<file path="config.mk">
export PLATFORM = sky130hd
export DESIGN_NAME = deque_with_positional_ops
export DESIGN_NICKNAME = d
export VERILOG_FILES = /design/src/rtl/dqpos_pkg.sv /design/src/rtl/deque_with_positional_ops.sv /design/src/rtl/dqpos_dp.sv /design/src/rtl/dqpos_ctrl.sv
export SDC_FILE = /design/constraint.sdc
export NUM_CORES = 1
export LEC_CHECK = 0
export BUFFER_PORTS_ARGS = -buffer_cell sky130_fd_sc_hd__buf_2
export CORE_ASPECT_RATIO = 0.6
export CORE_MARGIN = 5
export CORE_UTILIZATION = 30
export CTS_CLUSTER_DIAMETER = 40
export DETAILED_ROUTE_END_ITERATION = 10
export GPL_ROUTABILITY_DRIVEN = 0
export REMOVE_ABC_BUFFERS = 1
export SETUP_SLACK_MARGIN = 0.4
export SLEW_MARGIN = 20
export SYNTH_ARGS = -nofsm -noshare
export SYNTH_HDL_FRONTEND = slang
export SYNTH_HIERARCHICAL = 1
export SYNTH_SLANG_ARGS = --single-unit
</file>
<file path="constraint.sdc">
create_clock -name clk -period 8.3 [get_ports clk]
set_input_delay 1.245 -clock clk [delete_from_list [all_inputs] [get_ports clk]]
set_output_delay 1.245 -clock clk [all_outputs]
set_load 0.02 [all_outputs]
</file>
<file path="src/rtl/dqpos_pkg.sv">
`timescale 1ns / 1ps
// ----------------------------------------------------------------------------
// dqpos_pkg
// Shared types and codes for the deque with positional insert and delete.
// ----------------------------------------------------------------------------
package dqpos_pkg;

    // Default number of stored words.
    localparam int DEPTH_DEFAULT = 16;

    // Command codes carried on the input beat.
    typedef enum logic [2:0] {
        OP_PUSH_FRONT = 3'd0,
        OP_PUSH_BACK  = 3'd1,
        OP_POP_FRONT  = 3'd2,
        OP_POP_BACK   = 3'd3,
        OP_INSERT_AT  = 3'd4,
        OP_DELETE_AT  = 3'd5
    } op_t;

    // Result status codes.
    typedef enum logic [1:0] {
        ST_OK    = 2'd0,
        ST_EMPTY = 2'd1,
        ST_FULL  = 2'd2,
        ST_RANGE = 2'd3
    } st_t;

    // What a decoded command does to the store.
    typedef enum logic [1:0] {
        KIND_NONE = 2'd0,
        KIND_INS  = 2'd1,
        KIND_DEL  = 2'd2
    } kind_t;

    // Controller states.
    typedef enum logic [3:0] {
        S_IDLE,
        S_INS_RD,
        S_INS_WR,
        S_PUT,
        S_DEL_RD,
        S_DEL_CAP,
        S_SH_RD,
        S_SH_WR,
        S_DEL_END,
        S_EMIT
    } ctrl_state_t;

    // Commands from the controller to the datapath.
    typedef struct packed {
        logic load;    // capture the incoming command
        logic rd_dn;   // read the entry below the pointer
        logic wr_dn;   // write read data at the pointer, step down
        logic put;     // write the new word at the target, count up
        logic rd_tgt;  // read the entry at the target
        logic cap;     // capture read data as the removed word
        logic rd_up;   // read the entry above the pointer
        logic wr_up;   // write read data at the pointer, step up
        logic dec_cnt; // count down
        logic emit;    // load the result register
    } dp_cmd_t;

    // Status from the datapath to the controller.
    typedef struct packed {
        kind_t kind;     // decode of the command on the input port
        logic  more_dn;  // insert shift still has entries to move
        logic  more_up;  // delete shift still has entries to move
        logic  out_free; // result register can take a new beat
    } dp_stat_t;

endpackage

</file>
<file path="src/rtl/deque_with_positional_ops.sv">
`timescale 1ns / 1ps
// ----------------------------------------------------------------------------
// deque_with_positional_ops
// Bounded double-ended queue of 32-bit words with push and pop at both ends
// and insert or delete at a 1-based position; one result beat per command.
//
//   Channel  Dir  tdata (low bit up)                  tuser
//   s_*      in   value[31:0], position[36:32], pad   op[2:0]
//   m_*      out  removed_value[31:0],                status[1:0]
//                 entry_count[36:32], pad
//
// Commands are handled one at a time. An insert or push, and a delete or
// pop, move each shifted entry with a read state and then a write state,
// since the entry memory is read through a register; a delete or pop first
// reads and captures the removed word. The next command is taken while a
// result beat still waits on m_tready; a result stalls in the controller
// only if the earlier beat has not yet gone.
// Reset empties the store at once.
// ----------------------------------------------------------------------------
module deque_with_positional_ops #(
    parameter int DEPTH = dqpos_pkg::DEPTH_DEFAULT
) (
    input  logic        clk,
    input  logic        rst_n,
    input  logic        s_tvalid,
    output logic        s_tready,
    input  logic [39:0] s_tdata,   // value[31:0], position[36:32], zero pad
    input  logic [2:0]  s_tuser,   // op[2:0]
    output logic        m_tvalid,
    input  logic        m_tready,
    output logic [39:0] m_tdata,   // removed_value[31:0], entry_count[36:32], zero pad
    output logic [1:0]  m_tuser    // status[1:0]
);
    import dqpos_pkg::*;

    dp_cmd_t            cmd;
    dp_stat_t           stat;
    logic signed [31:0] removed_value;
    logic [4:0]         entry_count;

    // Sequencer for one command at a time.
    dqpos_ctrl u_ctrl (
        .clk      (clk),
        .rst_n    (rst_n),
        .s_tvalid (s_tvalid),
        .s_tready (s_tready),
        .stat     (stat),
        .cmd      (cmd)
    );

    // Store, decode and result register.
    dqpos_dp #(
        .DEPTH (DEPTH)
    ) u_dp (
        .clk           (clk),
        .rst_n         (rst_n),
        .op            (s_tuser),
        .value         (s_tdata[31:0]),
        .position      (s_tdata[36:32]),
        .cmd           (cmd),
        .stat          (stat),
        .m_tready      (m_tready),
        .m_tvalid      (m_tvalid),
        .removed_value (removed_value),
        .status        (m_tuser),
        .entry_count   (entry_count)
    );

    // Pack the result beat.
    assign m_tdata = {3'b000, entry_count, removed_value};

endmodule

</file>
<file path="src/rtl/dqpos_dp.sv">
`timescale 1ns / 1ps
// ----------------------------------------------------------------------------
// dqpos_dp
// Datapath: command decode, entry memory, shift pointer, count and the
// result register.
// ----------------------------------------------------------------------------
module dqpos_dp #(
    parameter int DEPTH = dqpos_pkg::DEPTH_DEFAULT
) (
    input  logic               clk,
    input  logic               rst_n,
    input  logic [2:0]         op,
    input  logic signed [31:0] value,
    input  logic [4:0]         position,
    input  dqpos_pkg::dp_cmd_t cmd,
    output dqpos_pkg::dp_stat_t stat,
    input  logic               m_tready,
    output logic               m_tvalid,
    output logic signed [31:0] removed_value,
    output logic [1:0]         status,
    output logic [4:0]         entry_count
);
    import dqpos_pkg::*;

    localparam int AW = $clog2(DEPTH);
    localparam int CW = $clog2(DEPTH + 1);
    localparam int XW = ((CW > 5) ? CW : 5) + 1;

    logic [31:0]   mem [DEPTH];
    logic [31:0]   rdata_reg;
    logic [31:0]   val_reg;
    logic [31:0]   removed_reg;
    st_t           status_reg;
    logic [AW-1:0] tgt_reg;
    logic [AW-1:0] ptr_reg;
    logic [AW-1:0] ptr_next;
    logic [CW-1:0] cnt_reg;
    logic [CW-1:0] cnt_next;
    logic          m_valid_reg;
    logic          m_valid_next;
    logic [31:0]   m_removed_reg;
    st_t           m_status_reg;
    logic [4:0]    m_count_reg;

    logic [XW-1:0] cnt_x;
    logic [XW-1:0] cnt_p1;
    logic [XW-1:0] cnt_m1;
    logic [XW-1:0] pos_x;
    logic [XW-1:0] pos_m1;
    logic [XW-1:0] depth_x;
    logic [XW-1:0] ptr_p1_x;
    kind_t         dec_kind;
    st_t           dec_status;
    logic [AW-1:0] dec_tgt;
    logic          mem_we;
    logic [AW-1:0] mem_waddr;
    logic [31:0]   mem_wdata;
    logic          mem_re;
    logic [AW-1:0] mem_raddr;

    // Widened copies for range checks.
    assign cnt_x    = XW'(cnt_reg);
    assign cnt_p1   = cnt_x + XW'(1);
    assign cnt_m1   = cnt_x - XW'(1);
    assign pos_x    = XW'(position);
    assign pos_m1   = pos_x - XW'(1);
    assign depth_x  = XW'(DEPTH);
    assign ptr_p1_x = XW'(ptr_reg) + XW'(1);

    // Decode of the command on the input port against the current count.
    always_comb
    begin
        dec_kind   = KIND_NONE;
        dec_status = ST_OK;
        dec_tgt    = '0;
        case (op)
            OP_PUSH_FRONT, OP_PUSH_BACK:
            begin
                if (cnt_x == depth_x)
                begin
                    dec_status = ST_FULL;
                end
                else
                begin
                    dec_kind = KIND_INS;
                    dec_tgt  = (op == OP_PUSH_FRONT) ? '0 : cnt_x[AW-1:0];
                end
            end
            OP_POP_FRONT, OP_POP_BACK:
            begin
                if (cnt_x == '0)
                begin
                    dec_status = ST_EMPTY;
                end
                else
                begin
                    dec_kind = KIND_DEL;
                    dec_tgt  = (op == OP_POP_FRONT) ? '0 : cnt_m1[AW-1:0];
                end
            end
            OP_INSERT_AT:
            begin
                if (cnt_x == depth_x)
                begin
                    dec_status = ST_FULL;
                end
                else if (cnt_x == '0)
                begin
                    dec_kind = KIND_INS;
                end
                else if (pos_x == '0 || pos_x > cnt_p1)
                begin
                    dec_status = ST_RANGE;
                end
                else
                begin
                    dec_kind = KIND_INS;
                    dec_tgt  = pos_m1[AW-1:0];
                end
            end
            OP_DELETE_AT:
            begin
                if (cnt_x == '0)
                begin
                    dec_status = ST_EMPTY;
                end
                else if (pos_x == '0 || pos_x > cnt_x)
                begin
                    dec_status = ST_RANGE;
                end
                else
                begin
                    dec_kind = KIND_DEL;
                    dec_tgt  = pos_m1[AW-1:0];
                end
            end
            default:
            begin
                dec_kind = KIND_NONE;
            end
        endcase
    end

    // Status back to the controller.
    assign stat.kind     = dec_kind;
    assign stat.more_dn  = (ptr_reg > tgt_reg);
    assign stat.more_up  = (ptr_p1_x < cnt_x);
    assign stat.out_free = !m_valid_reg || m_tready;

    // Shift pointer: starts at the count for an insert, at the target for a delete.
    always_comb
    begin
        ptr_next = ptr_reg;
        if (cmd.load)
        begin
            ptr_next = (dec_kind == KIND_INS) ? cnt_x[AW-1:0] : dec_tgt;
        end
        else if (cmd.wr_dn)
        begin
            ptr_next = ptr_reg - AW'(1);
        end
        else if (cmd.wr_up)
        begin
            ptr_next = ptr_p1_x[AW-1:0];
        end
    end

    // Entry count.
    always_comb
    begin
        cnt_next = cnt_reg;
        if (cmd.put)
        begin
            cnt_next = cnt_p1[CW-1:0];
        end
        else if (cmd.dec_cnt)
        begin
            cnt_next = cnt_m1[CW-1:0];
        end
    end

    // Result register: filled on emit, emptied when the beat is taken.
    always_comb
    begin
        m_valid_next = m_valid_reg;
        if (cmd.emit)
        begin
            m_valid_next = 1'b1;
        end
        else if (m_tready)
        begin
            m_valid_next = 1'b0;
        end
    end

    always_ff @(posedge clk or negedge rst_n)
    begin
        if (!rst_n)
        begin
            cnt_reg     <= '0;
            m_valid_reg <= 1'b0;
        end
        else
        begin
            cnt_reg     <= cnt_next;
            m_valid_reg <= m_valid_next;
        end
    end

    // Payload registers of the command in flight and of the result.
    always_ff @(posedge clk)
    begin
        ptr_reg <= ptr_next;
        if (cmd.load)
        begin
            val_reg     <= value;
            tgt_reg     <= dec_tgt;
            status_reg  <= dec_status;
            removed_reg <= '0;
        end
        else if (cmd.cap)
        begin
            removed_reg <= rdata_reg;
        end
        if (cmd.emit)
        begin
            m_removed_reg <= removed_reg;
            m_status_reg  <= status_reg;
            m_count_reg   <= cnt_x[4:0];
        end
    end

    // Entry memory: one write and one registered read port.
    assign mem_we    = cmd.wr_dn || cmd.wr_up || cmd.put;
    assign mem_waddr = cmd.put ? tgt_reg : ptr_reg;
    assign mem_wdata = cmd.put ? val_reg : rdata_reg;
    assign mem_re    = cmd.rd_dn || cmd.rd_up || cmd.rd_tgt;

    always_comb
    begin
        if (cmd.rd_dn)
        begin
            mem_raddr = ptr_reg - AW'(1);
        end
        else if (cmd.rd_up)
        begin
            mem_raddr = ptr_p1_x[AW-1:0];
        end
        else
        begin
            mem_raddr = tgt_reg;
        end
    end

    always_ff @(posedge clk)
    begin
        if (mem_we)
        begin
            mem[mem_waddr] <= mem_wdata;
        end
        if (mem_re)
        begin
            rdata_reg <= mem[mem_raddr];
        end
    end

    assign m_tvalid      = m_valid_reg;
    assign removed_value = m_removed_reg;
    assign status        = m_status_reg;
    assign entry_count   = m_count_reg;

`ifndef SYNTHESIS
    // The count never passes the capacity.
    a_cnt_bound: assert property (@(posedge clk) disable iff (!rst_n)
        cnt_x <= depth_x)
        else $error("entry count above capacity");

    // Placing a word raises the count by exactly one.
    a_put_count: assert property (@(posedge clk) disable iff (!rst_n)
        cmd.put |=> cnt_reg == $past(cnt_p1[CW-1:0]))
        else $error("count not raised by put");

    // A downward shift writes only above the target.
    a_shift_range: assert property (@(posedge clk) disable iff (!rst_n)
        cmd.wr_dn |-> ptr_reg > tgt_reg)
        else $error("insert shift outside its range");

    // A failed command never reports a removed word.
    a_fail_zero: assert property (@(posedge clk) disable iff (!rst_n)
        (m_valid_reg && m_status_reg != ST_OK) |-> m_removed_reg == '0)
        else $error("removed word on a failed command");
`endif

endmodule

</file>
<file path="src/rtl/dqpos_ctrl.sv">
`timescale 1ns / 1ps
// ----------------------------------------------------------------------------
// dqpos_ctrl
// Controller: sequences the entry shifts of one command at a time.
// ----------------------------------------------------------------------------
module dqpos_ctrl (
    input  logic                clk,
    input  logic                rst_n,
    input  logic                s_tvalid,
    output logic                s_tready,
    input  dqpos_pkg::dp_stat_t stat,
    output dqpos_pkg::dp_cmd_t  cmd
);
    import dqpos_pkg::*;

    ctrl_state_t state_reg;
    ctrl_state_t state_next;

    always_ff @(posedge clk or negedge rst_n)
    begin
        if (!rst_n)
        begin
            state_reg <= S_IDLE;
        end
        else
        begin
            state_reg <= state_next;
        end
    end

    // Next state.
    always_comb
    begin
        state_next = state_reg;
        case (state_reg)
            S_IDLE:
            begin
                if (s_tvalid)
                begin
                    case (stat.kind)
                        KIND_INS: state_next = S_INS_RD;
                        KIND_DEL: state_next = S_DEL_RD;
                        default:  state_next = S_EMIT;
                    endcase
                end
            end
            S_INS_RD:  state_next = stat.more_dn ? S_INS_WR : S_PUT;
            S_INS_WR:  state_next = S_INS_RD;
            S_PUT:     state_next = S_EMIT;
            S_DEL_RD:  state_next = S_DEL_CAP;
            S_DEL_CAP: state_next = S_SH_RD;
            S_SH_RD:   state_next = stat.more_up ? S_SH_WR : S_DEL_END;
            S_SH_WR:   state_next = S_SH_RD;
            S_DEL_END: state_next = S_EMIT;
            S_EMIT:
            begin
                if (stat.out_free)
                begin
                    state_next = S_IDLE;
                end
            end
            default:   state_next = S_IDLE;
        endcase
    end

    // Datapath commands.
    always_comb
    begin
        cmd      = '0;
        s_tready = 1'b0;
        case (state_reg)
            S_IDLE:
            begin
                s_tready = 1'b1;
                cmd.load = s_tvalid;
            end
            S_INS_RD:  cmd.rd_dn   = stat.more_dn;
            S_INS_WR:  cmd.wr_dn   = 1'b1;
            S_PUT:     cmd.put     = 1'b1;
            S_DEL_RD:  cmd.rd_tgt  = 1'b1;
            S_DEL_CAP: cmd.cap     = 1'b1;
            S_SH_RD:   cmd.rd_up   = stat.more_up;
            S_SH_WR:   cmd.wr_up   = 1'b1;
            S_DEL_END: cmd.dec_cnt = 1'b1;
            S_EMIT:    cmd.emit    = stat.out_free;
            default:   cmd         = '0;
        endcase
    end

`ifndef SYNTHESIS
    // An insert shift step always follows a read of the entry below.
    a_ins_pair: assert property (@(posedge clk) disable iff (!rst_n)
        cmd.wr_dn |-> $past(cmd.rd_dn))
        else $error("insert write without a read");

    // A delete shift step always follows a read of the entry above.
    a_del_pair: assert property (@(posedge clk) disable iff (!rst_n)
        cmd.wr_up |-> $past(cmd.rd_up))
        else $error("delete write without a read");

    // A result is emitted only once the result register can take it.
    a_emit_free: assert property (@(posedge clk) disable iff (!rst_n)
        cmd.emit |-> stat.out_free)
        else $error("result emitted over a waiting beat");
`endif

endmodule

</file>
==> impl_metrics.py <==
metrics = {
    "place": {
        "dp_hpwl_um": 31440,
        "dp_slack_ns": 3.199,
        "port-buffer-count": 84,
        "dpl_cell_area_mm2": 0.02942,
        "dpl.cell_count": 2855,
    },
    "global_route": {
        "grt_first_pass_wirelength_um": 89600,
        "globalRouteOverflowTotal": 0,
        "antenna_found_initial": 1,
        "grt_max_degree": 142,
        "grt_pass1_vias": 14050,
        "grt_use_total": 0.1204,
    },
    "hold_path": {
        "hold_path.class": "reg -> reg",
    },
    "critical_path": {
        "crit_required_ns": 8.63,
        "cp_data_arrival_time_ns": 5.50,
        "critPathLaunchType": "flop",
        "endpoint_kind": "flop",
        "worstSetupStartpoint": "u_dp/ptr_reg[0]$_DFFE_PP_",
        "r2r_start": "u_dp/ptr_reg[0]$_DFFE_PP_",
        "crit_type": "reg -> reg",
        "crit_end": "u_dp/rdata_reg[17]$_DFFE_PP_",
        "r2r_end": "u_dp/rdata_reg[17]$_DFFE_PP_",
        "cp_max_fo": 141,
        "reg2reg_slack_ns": 3.14,
        "reg2reg_depth": 16,
    },
    "outcome": {
        "status": "finished clean",
    },
    "clock_tree": {
        "htreeDepth": 3,
        "post_cts_resized": 0,
        "clockRootBuffer": "clkbuf_16",
        "numCtsBuffers": 75,
        "cts_setup_buffers": 0,
        "clk_latency_ns": 0.62,
        "clk_pin_slew_ns": 0.06,
        "clock-sinks": 667,
        "clk_path_buf_depth": 3,
        "cts_tree": "yes",
        "ctsHoldBuffers": 0,
    },
    "synthesis": {
        "synth_edf_count": 625,
        "synth_cell_types": 66,
        "synth_top_area_frac": 0.6811,
        "synthTopCellsByArea": "edfxtp_1 (68%), mux2i_1 (19%), dfxtp_1 (2.3%)",
        "syn_area_mm2": 0.02755,
        "synthFlopType": "edfxtp_1",
        "ys_seq_area_frac": 0.7135,
        "ys_async_sr_fraction": 0.01499,
        "yosysTopAreaCell": "edfxtp_1",
        "synth.most_common_cell": "edfxtp_1",
        "synth_warnings": 6,
        "synth_area_per_cell_um2": 17.37,
        "ys_ff_latch": 667,
        "yosys-top-cells-count": "edfxtp_1 (625), mux2i_1 (517), nor2_1 (72), buf_4 (33)",
        "syn_inst": 1586,
    },
    "timing": {
        "hold_violations": 0,
        "finalCritPeriodShare": 0.6220,
        "period_needed_ns": 5.163,
        "setup_ws_ns": 3.137,
        "rsz0062_at_grt": "false",
        "tns_ns": 0,
        "setup_violations": 0,
        "fmax_mhz": 193.7,
        "holdWs_ns": 0.4246,
        "drv_slew": 0,
        "fin_skew_ns": 0.01853,
        "relSlewSlack": 0.2547,
        "worst_slew_pin_slew_ns": 1.118,
    },
    "floorplan": {
        "fp.dieH_um": 244.8,
        "fp.coreArea_mm2": 0.09146,
        "std_cell_rows": 86,
        "die_area_mm2": 0.09821,
        "die_w_um": 401.3,
        "num_io_pins": 91,
        "initial_core_util": 0.3013,
    },
    "detailed_routing": {
        "drtAntennaViolNets": 0,
        "drt_iter0_markers": 898,
        "via_per_inst": 4.649,
        "drc": 0,
        "firstDrtPassIters": 5,
        "wl_per_cell_um": 20.12,
        "via_count": 13910,
        "drt_wl_total_um": 60210,
    },
    "layout": {
        "drive_above_1_share": 0.1723,
        "largest_reg_flops": 512,
        "n_fill_cell": 8583,
        "fin_area_mm2": 0.03192,
        "layout.cells.non_filler": 2992,
        "area_delta_synth_final_pct": 15.83,
        "multi_input_area_mm2": 0.007441,
        "fin_nets": 1772,
        "register_area_mm2": 0.01966,
        "largest_register": "u_dp/mem",
    },
    "pwr": {
        "vdd_drop_max_v": 0.0003237,
        "power.density_mw_per_mm2": 383.6,
        "p_leak_nw": 11.55,
    },
    "run": {
        "drv_cap": 0,
    },
}
==> worst max-delay path: stages (launching register included) <==
cell and delay, ns:
edfxtp_1 0.51, inv_1 0.19, ha_1 0.44, ha_1 0.32, a21oi_1 0.06, nor2b_1 0.10, o21ai_1 0.06, nand2b_1 0.07
a21oi_1 0.13, and4_1 0.28, nor2_1 0.55, mux2i_4 0.47, buf_12 0.67, mux2i_1 0.27, mux2i_1 0.10, mux2i_1 0.28
mux2i_1 0.12
==> power by group <==
group	switching, mW	internal, mW	total, mW
combinational	2.44	1.50	3.94
clock	1.39	1.90	3.29
sequential	0.247	4.77	5.01
==> kinds of logic (layout without fill, tap and decap cells) <==
family | after synthesis | after routing | share of synthesized area
AOI/OAI and AO/OA | 68 | 68 | 0.01807
xor gates and xnor gates | 15 | 15 | 0.004768
adders and majority gates | 25 | 25 | 0.01135
buffers and inverters | 106 | 277 | 0.02402
DFF | 667 | 667 | 0.7135
muxes | 550 | 550 | 0.2014
other | 1 | 4 | 0.0001361
and+or+nand+nor | 154 | 154 | 0.02675
==> placed cells by master (no fill, tap or decap), drive strengths merged, types with 3 or more instances in the layout <==
master	count
nor2b	8
edfxtp	625
or3	3
xor2	3
dfrtp	10
clkinvlp	6
and3	4
clkinv	24
nand2b	10
ha	25
a221oi	4
nor2	73
o32ai	4
clkbuf	91
mux2i	517
bufinv	4
nand2	24
nand3	7
conb	3
a2bb2oi	3
buf	113
a31oi	6
xnor2	12
o21ai	7
nor3	12
o31ai	3
mux2	33
nor4b	3
dfxtp	32
a21oi	20
inv	39
==> how the worst min path moves through the flow <==
stage	startpoint	end	slack [ns]	cells past startpoint
2_1_floorplan	u_dp/status_reg[0]$_DFFE_PP_	u_dp/status[0]$_DFFE_PP_	0.40	0
3_3_place_gp	u_dp/status_reg[0]$_DFFE_PP_	u_dp/status[0]$_DFFE_PP_	0.41	0
3_5_place_dp	u_dp/removed_reg[19]$_SDFFE_PP0P_	u_dp/removed_value[19]$_DFFE_PP_	0.42	0
4_1_cts	u_dp/removed_reg[3]$_SDFFE_PP0P_	u_dp/removed_value[3]$_DFFE_PP_	0.43	0
5_1_grt	u_dp/removed_reg[3]$_SDFFE_PP0P_	u_dp/removed_value[3]$_DFFE_PP_	0.44	0
6_report	u_dp/removed_reg[3]$_SDFFE_PP0P_	u_dp/removed_value[3]$_DFFE_PP_	0.42	0
==> final cells by class <==
cell class                      instances  share of cell area
Multi-Input combinational cell        815              0.2331
Sequential cell                       667              0.6159
Tap cell                             1232             0.04830
Clock buffer                           91             0.06327
Timing Repair Buffer                  113             0.02117
Clock inverter                         45             0.01482
Antenna cell                            1          0.00007840
Inverter                               28            0.003293
==> layer usage <==
layer	share of wire	vias up	global-route usage
met5	0	-	0
met4	0.017	0	0.02914
met3	0.044	80	0.02291
met2	0.47	316	0.1963
met1	0.47	7128	0.1669
li1	-	6387	-
==> stage by stage <==
stage / power [mW] / util
finish: 12.24 / 0.3490
detailed placement: 9.054 / 0.3217
CTS: 12.38 / 0.3489
floorplan: 8.364 / -
global placement: 8.913 / 0.3217
global route: 12.87 / 0.3490
Note: power is estimated with default switching activity, not from simulation.
